### config.mk
export PLATFORM = sky130hd
export DESIGN_NAME = radio_display_link_receiver_core
export DESIGN_NICKNAME = d
export VERILOG_FILES = /design/src/rdl_pkg.sv /design/src/radio_display_link_receiver_core.sv
export VERILOG_INCLUDE_DIRS = /design/src /design/src/src
export SDC_FILE = /design/constraint.sdc
export NUM_CORES = 1
export LEC_CHECK = 0
export BUFFER_PORTS_ARGS = -buffer_cell sky130_fd_sc_hd__buf_2
export CAP_MARGIN = 10
export CORE_MARGIN = 1
export CORE_UTILIZATION = 65
export CTS_BUF_LIST = sky130_fd_sc_hd__clkbuf_4
export CTS_CLUSTER_SIZE = 8
export DETAILED_ROUTE_END_ITERATION = 10
export GPL_TIMING_DRIVEN = 0
export PLACE_DENSITY_LB_ADDON = 0.15
export SLEW_MARGIN = 20
export SYNTH_ARGS = -nofsm -noshare
export SYNTH_HDL_FRONTEND = slang
export SYNTH_SLANG_ARGS = --single-unit
### constraint.sdc
create_clock -name clk -period 10.4 [get_ports clk]
set_input_delay 2.08 -clock clk [delete_from_list [all_inputs] [get_ports clk]]
set_output_delay 2.08 -clock clk [all_outputs]
set_load 0.01 [all_outputs]
### src/radio_display_link_receiver_core_macros.svh
// Assertion helpers for the display link receiver.
`ifndef RADIO_DISPLAY_LINK_RECEIVER_CORE_MACROS_SVH
`define RADIO_DISPLAY_LINK_RECEIVER_CORE_MACROS_SVH

`ifndef SYNTHESIS

// Condition that must hold at every edge out of reset.
`define RDL_ASSERT_ALWAYS(lbl, cond, msg) \
    lbl: assert property (@(posedge clk) disable iff (!rst_n) (cond)) else $error(msg);

// Overlapping implication checked at every edge out of reset.
`define RDL_ASSERT_IMPLY(lbl, ante, cons, msg) \
    lbl: assert property (@(posedge clk) disable iff (!rst_n) (ante) |-> (cons)) else $error(msg);

`else

`define RDL_ASSERT_ALWAYS(lbl, cond, msg)
`define RDL_ASSERT_IMPLY(lbl, ante, cons, msg)

`endif

`endif

### src/rdl_pkg.sv
package rdl_pkg;

    localparam int unsigned FRAME_LEN      = 10;
    localparam int unsigned POS_W          = 4;
    localparam int unsigned TEXT_CHARS_MAX = 8;
    localparam int unsigned TEXT_CHARS_DEF = 8;
    localparam int unsigned CHAR_W         = 7;

    localparam logic [23:0] TICK_MAX = 24'hFF_FFFF;

    localparam logic [15:0] HANDSHAKE_DELAY_RST = 16'd100;
    localparam logic [23:0] TIMEOUT_RST         = 24'd1000000;

    localparam logic CFG_HANDSHAKE_DELAY = 1'b0;
    localparam logic CFG_TIMEOUT         = 1'b1;

    localparam logic [2:0] CMD_TICK     = 3'd0;
    localparam logic [2:0] CMD_MRQ      = 3'd1;
    localparam logic [2:0] CMD_ADDR     = 3'd2;
    localparam logic [2:0] CMD_DATA     = 3'd3;
    localparam logic [2:0] CMD_BUS_ERR  = 3'd4;

    localparam logic [1:0] KIND_NONE    = 2'd0;
    localparam logic [1:0] KIND_FRAME   = 2'd1;
    localparam logic [1:0] KIND_TIMEOUT = 2'd2;
    localparam logic [1:0] KIND_BUS_ERR = 2'd3;

    typedef struct packed {
        logic [2:0] cmd;
        logic       mrq_level;
        logic [7:0] data_byte;
    } evt_word_t;

    typedef struct packed {
        logic [1:0]                         result_kind;
        logic                               sda_pull_low;
        logic                               capture_enabled;
        logic [5:0]                         indicator_flags;
        logic [4:0]                         audio_flags;
        logic [TEXT_CHARS_MAX*CHAR_W-1:0]   text_chars;
    } res_word_t;

endpackage

### src/radio_display_link_receiver_core.sv
// Display link receiver: MRQ handshake sequencer plus I2C slave byte capture.
// Takes one event word per clock when ready (tick, MRQ change, address match,
// data byte, bus error) and returns exactly one result word per event in the
// cycle after acceptance, through a single output register; a new event is
// accepted whenever that register is empty or being taken in the same cycle.
// The ten-byte frame store is held in flip-flops, decoded in the same cycle
// as the ending MRQ rising edge, and cleared at once after each transaction.
// Configuration writes are applied at the edge where cfg_we is high.
`include "radio_display_link_receiver_core_macros.svh"

module radio_display_link_receiver_core #(
    parameter int unsigned TEXT_CHARS = rdl_pkg::TEXT_CHARS_DEF
) (
    input  logic                clk,
    input  logic                rst_n,

    input  logic                cfg_we,
    input  logic                cfg_index,
    input  logic [23:0]         cfg_data,

    input  logic                evt_valid,
    output logic                evt_ready,
    input  rdl_pkg::evt_word_t  evt_word,

    output logic                res_valid,
    input  logic                res_ready,
    output rdl_pkg::res_word_t  res_word
);

    typedef enum logic [2:0] {
        PH_IDLE,
        PH_DELAY_LOW,
        PH_WAIT_HIGH,
        PH_DELAY_RELEASE,
        PH_WAIT_END
    } phase_t;

    logic [15:0] delay_reg;
    logic [23:0] timeout_reg;

    phase_t      phase_reg, phase_next;
    logic [23:0] tick_reg, tick_next, tick_inc;
    logic        mrq_reg, mrq_next;
    logic        sda_reg, sda_next;
    logic        cap_reg, cap_next;
    logic [rdl_pkg::POS_W-1:0] pos_reg, pos_next;
    logic [7:0]  frame_reg [rdl_pkg::FRAME_LEN];

    logic        store_we;
    logic        store_clr;
    logic [23:0] delay_ext;

    logic               res_valid_reg;
    rdl_pkg::res_word_t res_reg, res_next;

    logic accept;

    assign evt_ready = !res_valid_reg || res_ready;
    assign accept    = evt_valid && evt_ready;
    assign res_valid = res_valid_reg;
    assign res_word  = res_reg;
    assign delay_ext = {8'd0, delay_reg};
    assign tick_inc  = (tick_reg == rdl_pkg::TICK_MAX) ? tick_reg : tick_reg + 24'd1;

    always_ff @(posedge clk or negedge rst_n)
    begin
        if (!rst_n)
        begin
            delay_reg   <= rdl_pkg::HANDSHAKE_DELAY_RST;
            timeout_reg <= rdl_pkg::TIMEOUT_RST;
        end
        else if (cfg_we)
        begin
            unique case (cfg_index)
                rdl_pkg::CFG_HANDSHAKE_DELAY: delay_reg   <= cfg_data[15:0];
                rdl_pkg::CFG_TIMEOUT:         timeout_reg <= cfg_data;
                default:                      ;
            endcase
        end
    end

    always_comb
    begin
        phase_next = phase_reg;
        tick_next  = tick_reg;
        mrq_next   = mrq_reg;
        sda_next   = sda_reg;
        cap_next   = cap_reg;
        pos_next   = pos_reg;
        store_we   = 1'b0;
        store_clr  = 1'b0;
        res_next   = '0;

        unique case (evt_word.cmd)
            rdl_pkg::CMD_TICK:
            begin
                if (phase_reg != PH_IDLE && phase_reg != PH_WAIT_HIGH)
                begin
                    tick_next = tick_inc;
                    if (phase_reg == PH_DELAY_LOW && tick_inc >= delay_ext)
                    begin
                        sda_next   = 1'b1;
                        phase_next = PH_WAIT_HIGH;
                        if (mrq_reg)
                        begin
                            tick_next  = '0;
                            phase_next = PH_DELAY_RELEASE;
                            if (delay_reg == 16'd0)
                            begin
                                sda_next   = 1'b0;
                                cap_next   = 1'b1;
                                phase_next = PH_WAIT_END;
                            end
                        end
                    end
                    else if (phase_reg == PH_DELAY_RELEASE && tick_inc >= delay_ext)
                    begin
                        sda_next   = 1'b0;
                        cap_next   = 1'b1;
                        tick_next  = '0;
                        phase_next = PH_WAIT_END;
                    end
                    else if (phase_reg == PH_WAIT_END && tick_inc >= timeout_reg)
                    begin
                        cap_next             = 1'b0;
                        res_next.result_kind = rdl_pkg::KIND_TIMEOUT;
                        store_clr            = 1'b1;
                        tick_next            = '0;
                        phase_next           = PH_IDLE;
                    end
                end
            end
            rdl_pkg::CMD_MRQ:
            begin
                mrq_next = evt_word.mrq_level;
                if (evt_word.mrq_level != mrq_reg)
                begin
                    if (!evt_word.mrq_level)
                    begin
                        if (phase_reg == PH_IDLE)
                        begin
                            // level is now low, so a zero delay parks in wait-high
                            cap_next   = 1'b0;
                            tick_next  = '0;
                            phase_next = PH_DELAY_LOW;
                            if (delay_reg == 16'd0)
                            begin
                                sda_next   = 1'b1;
                                phase_next = PH_WAIT_HIGH;
                            end
                        end
                    end
                    else if (phase_reg == PH_WAIT_HIGH)
                    begin
                        tick_next  = '0;
                        phase_next = PH_DELAY_RELEASE;
                        if (delay_reg == 16'd0)
                        begin
                            sda_next   = 1'b0;
                            cap_next   = 1'b1;
                            phase_next = PH_WAIT_END;
                        end
                    end
                    else if (phase_reg == PH_WAIT_END)
                    begin
                        res_next.result_kind     = rdl_pkg::KIND_FRAME;
                        res_next.indicator_flags = {frame_reg[0][7:4], frame_reg[0][2:1]};
                        res_next.audio_flags     = frame_reg[1][7:3];
                        for (int i = 0; i < rdl_pkg::TEXT_CHARS_MAX; i++)
                        begin
                            if (i < TEXT_CHARS)
                            begin
                                res_next.text_chars[i*rdl_pkg::CHAR_W +: rdl_pkg::CHAR_W] =
                                    frame_reg[i+2][7:1];
                            end
                        end
                        store_clr  = 1'b1;
                        tick_next  = '0;
                        phase_next = PH_IDLE;
                    end
                end
            end
            rdl_pkg::CMD_ADDR:
            begin
                if (cap_reg)
                begin
                    pos_next = '0;
                end
            end
            rdl_pkg::CMD_DATA:
            begin
                if (cap_reg && pos_reg < rdl_pkg::POS_W'(rdl_pkg::FRAME_LEN))
                begin
                    store_we = 1'b1;
                    pos_next = pos_reg + rdl_pkg::POS_W'(1);
                end
            end
            rdl_pkg::CMD_BUS_ERR:
            begin
                if (cap_reg)
                begin
                    cap_next             = 1'b0;
                    res_next.result_kind = rdl_pkg::KIND_BUS_ERR;
                end
            end
            default: ;
        endcase

        res_next.sda_pull_low    = sda_next;
        res_next.capture_enabled = cap_next;
    end

    always_ff @(posedge clk or negedge rst_n)
    begin
        if (!rst_n)
        begin
            phase_reg     <= PH_IDLE;
            tick_reg      <= '0;
            mrq_reg       <= 1'b1;
            sda_reg       <= 1'b0;
            cap_reg       <= 1'b1;
            pos_reg       <= '0;
            res_valid_reg <= 1'b0;
            for (int i = 0; i < rdl_pkg::FRAME_LEN; i++)
            begin
                frame_reg[i] <= '0;
            end
        end
        else
        begin
            res_valid_reg <= accept || (res_valid_reg && !res_ready);
            if (accept)
            begin
                phase_reg     <= phase_next;
                tick_reg      <= tick_next;
                mrq_reg       <= mrq_next;
                sda_reg       <= sda_next;
                cap_reg       <= cap_next;
                pos_reg       <= pos_next;
                if (store_clr)
                begin
                    for (int i = 0; i < rdl_pkg::FRAME_LEN; i++)
                    begin
                        frame_reg[i] <= '0;
                    end
                end
                else if (store_we)
                begin
                    frame_reg[pos_reg] <= evt_word.data_byte;
                end
            end
        end
    end

    always_ff @(posedge clk)
    begin
        if (accept)
        begin
            res_reg <= res_next;
        end
    end

    `RDL_ASSERT_ALWAYS(a_sda_phase, sda_reg == (phase_reg == PH_WAIT_HIGH || phase_reg == PH_DELAY_RELEASE), "SDA pull-low out of step with handshake phase")
    `RDL_ASSERT_IMPLY(a_cap_off_hs, phase_reg == PH_DELAY_LOW || phase_reg == PH_WAIT_HIGH, !cap_reg, "capture on during first handshake half")
    `RDL_ASSERT_ALWAYS(a_pos_range, pos_reg <= rdl_pkg::POS_W'(rdl_pkg::FRAME_LEN), "byte index past frame end")
    `RDL_ASSERT_IMPLY(a_idle_tick, phase_reg == PH_IDLE, tick_reg == 24'd0, "tick count running while idle")
    `RDL_ASSERT_IMPLY(a_flags_frame, res_valid_reg && res_reg.result_kind != rdl_pkg::KIND_FRAME, res_reg.indicator_flags == 6'd0 && res_reg.audio_flags == 5'd0 && res_reg.text_chars == '0, "decode fields set on a non-frame word")

endmodule
==> out/qor.yml <==
sta:
  drv_slew: 0
  worst_pin_slew_ns: 0.810
  finalClockSkew_ns: 0.0270
  rsz0062_at_grt: "no"
  finalSetupTns_ns: 0
  finalCriticalPeriod_ns: 5.20
  slew_headroom: 0.453
  setup_viol: 0
  fmax_mhz: 192
  fin_crit_sh: 0.500
  hold_viol_final: 0
routing:
  dr.pass1.iters: 5
  drc_errors: 0
  wl_per_cell_um: 16.0
  wirelength_um: 21500
  viasPerCell: 5.79
  vias: 7781
  ant_nets: 0
  drtIter0Drc: 572
cells_and_area:
  diodes: 0
  drive_gt1_frac: 0.232
  nNetsFinal: 1198
  layout.area.seq_um2: 5700
  largest_reg_flops: 71
  finalInstanceArea_um2: 11600
  synthToLayoutAreaGrowth_pct: 15.2
  nFillCells: 1043
  instances_no_fill: 1343
  multiInputGateArea_um2: 4070
clock_tree:
  postCtsHoldBufs: 0
  cts_resized: 0
  htreeDepth: 2
  cts_tree: "yes"
  path_clk_slew_ns: 0.07
  clkLatencyLatePin_ns: 0.66
  cts-root-buf: "clkbuf_4"
  cts_made_buffers: 52
  cts.sinks: 213
  post-cts-setup-buffer-count: 0
  clock_path_buffers: 3
critical_path:
  crit_type: "reg2reg"
  cpMaxStageDelayCell: "o311ai_0"
  path_delay_family: "compound AO/OA/AOI/OAI gates"
  required_ns: 10.96
  worstPathCellList: "ha_1, nand2_1, or4_4, buf_6, nor2_1, nor2_1, and3_1, xor2_1, ha_1, a211oi_1, a31oi_1, o311ai_0, o2bb2ai_1, a21oi_2, o21ai_0, nand2_1, o21ai_0"
  path_max_fanout: 10
  endpoint_kind: "register"
  arrival_ns: 5.76
  crit_path_start_kind: "register"
  slowest_delay_ns: 0.73
  path_buf_inv: 1
grt:
  overflow: 0
  grt_pass1_wl_um: 35400
  grt_max_degree: 102
  grt_usage: 0.280
  grt_pass1_vias: 7379
  antenna_found_initial: 0
synthesis:
  synth_commonest_cells: "157 x nand2_1, 130 x dfrtp_1, 106 x o21ai_0"
  yosys-top-cells-area: "dfrtp_1 32%, edfxtp_1 21%, nand2_1 5.8%"
  async_flop_share: 0.667
  syn_inst: 945
  yosys.cell_types.count: 64
  synthMuxAreaShare: 0.0367
  yosysWarningCount: 0
  ys_ff_latch: 213
  seq_area_frac_synth: 0.565
  syn_area_um2: 10100
  synth-edff-count: 71
  yosys.area.top_type_share: 0.322
  yosys.area_share.adder: 0.0545
  synth_area_leader_cell: "dfrtp_1"
  synth_compound_area_frac: 0.122
  synth_xor_area_frac: 0.0164
  syn-num-nets: 1031
  yosys.area_share.simple: 0.173
  yosysMostFrequentCell: "nand2_1"
  synthFlopType: "dfrtp_1"
  syn_area_per_cell_um2: 10.7
  synth_top_family_by_area: "simple AND/OR/NAND/NOR gates"
die:
  start_util: 0.664
  core_um2: 15200
  io_pins: 115
  die_w_um: 127
  floorplan.die_area_um2: 16000
  die_h_um: 127
  rows: 45
placement:
  placed_cells: 1246
  port_buffers: 111
  gp_congestion: 0.880
  place_area_um2: 10900
  dp_hpwl_um: 15200
pwr:
  irDropWorstVdd_mv: 0.103
  power_mw: 1.80
  power_density_nw_per_um2: 155
  leakagePower_nw: 5.67
outcome:
  outcome: "complete, no violations"
hold_path:
  min_path_type: "reg2reg"
run:
  drv_cap: 0
## final cells by class
class                      instances  share of cell area
buffer                            39              0.0141
clock buffer                      83              0.0536
clock inverter                    14             0.00538
inverter                          45              0.0145
multi-input combinational        648               0.350
sequential                       213               0.490
tap                              188              0.0202
timing repair buffer             113              0.0527
## power breakdown
group,internal (mW),total [mW],switching (mW)
Combinational,0.0683,0.179,0.110
Sequential,0.911,0.931,0.0199
Clock,0.363,0.688,0.325
Total,1.34,1.80,0.456
## stage by stage
step	hold WS, ns	utilization	worst slack [ns]
finish	0.474	0.765	5.20
global route	0.493	0.765	4.88
CTS	0.478	0.765	5.29
detailed placement	0.463	0.720	5.32
global placement	0.454	0.716	3.14
floorplan	0.442	-	4.87
## final timing paths
| kind | cells past startpoint | slack, ns | endpoint | start |
|---|---|---|---|---|
| setup / recovery | 17 | 5.20 | frame_reg[76] | tick_reg[1] |
| hold / removal | 2 | 0.47 | frame_reg[33] | frame_reg[33] |
| min in group asynchronous | 1 | 1.29 | frame_reg[53] | rst_n |
| max in group asynchronous | 2 | 8.29 | timeout_reg[14] | rst_n |
| hold reg to reg | 2 | 0.47 | frame_reg[33] | frame_reg[33] |
| setup reg to reg | 17 | 5.20 | frame_reg[76] | tick_reg[1] |
## metal layers
layer | track usage | routed length [um] | vias up
met5 | 0 | 0 | -
met4 | 0.130 | 711 | 0
met3 | 0.0502 | 1110 | 48
met2 | 0.481 | 10700 | 257
met1 | 0.347 | 8980 | 3723
li1 | - | - | 3753
## worst min-delay path, delay by kind of cell (launching register included)
kind,cells,cell delay (ns)
compound gates,1,0.06
flops,1,0.34
simple gates,1,0.05
## cell families after synthesis
family,Yosys count
AND/OR/NAND/NOR,356
flip-flops,213
AO/OA/AOI/OAI,197
buffers and inverters,84
adder cells (fa/ha/maj),44
multiplexers,33
XOR/XNOR,18
## cells in the final DEF, fill, tap and decap left out, types with 3 or more instances in the layout
master | synthesis | layout
xnor2_1 | 7 | 7
edfxtp_1 | 71 | 71
a31oi_1 | 5 | 5
nor2b_1 | 8 | 8
mux2_2 | 32 | 32
and2_1 | 3 | 3
o21ai_1 | 9 | 9
buf_2 | 4 | 114
nor2_1 | 26 | 26
nand2b_1 | 6 | 6
o21a_1 | 4 | 4
o21ai_0 | 106 | 106
nand3_1 | 23 | 23
nand4_1 | 8 | 8
o2111ai_1 | 4 | 4
ha_1 | 44 | 44
xor2_1 | 10 | 10
inv_1 | 45 | 45
a21oi_1 | 14 | 14
clkbuf_1 | 31 | 30
nand2_1 | 157 | 157
or2_2 | 5 | 5
a21o_1 | 14 | 14
clkinv_1 | 0 | 11
nor3_1 | 18 | 18
nor4_1 | 7 | 7
or3_1 | 5 | 5
a211oi_1 | 4 | 4
a22o_1 | 14 | 14
and3_1 | 77 | 77
dfstp_2 | 12 | 12
clkbuf_4 | 0 | 84
o22ai_1 | 3 | 3
dfrtp_1 | 130 | 130
No activity file was read; power rests on OpenSTA's default activity.
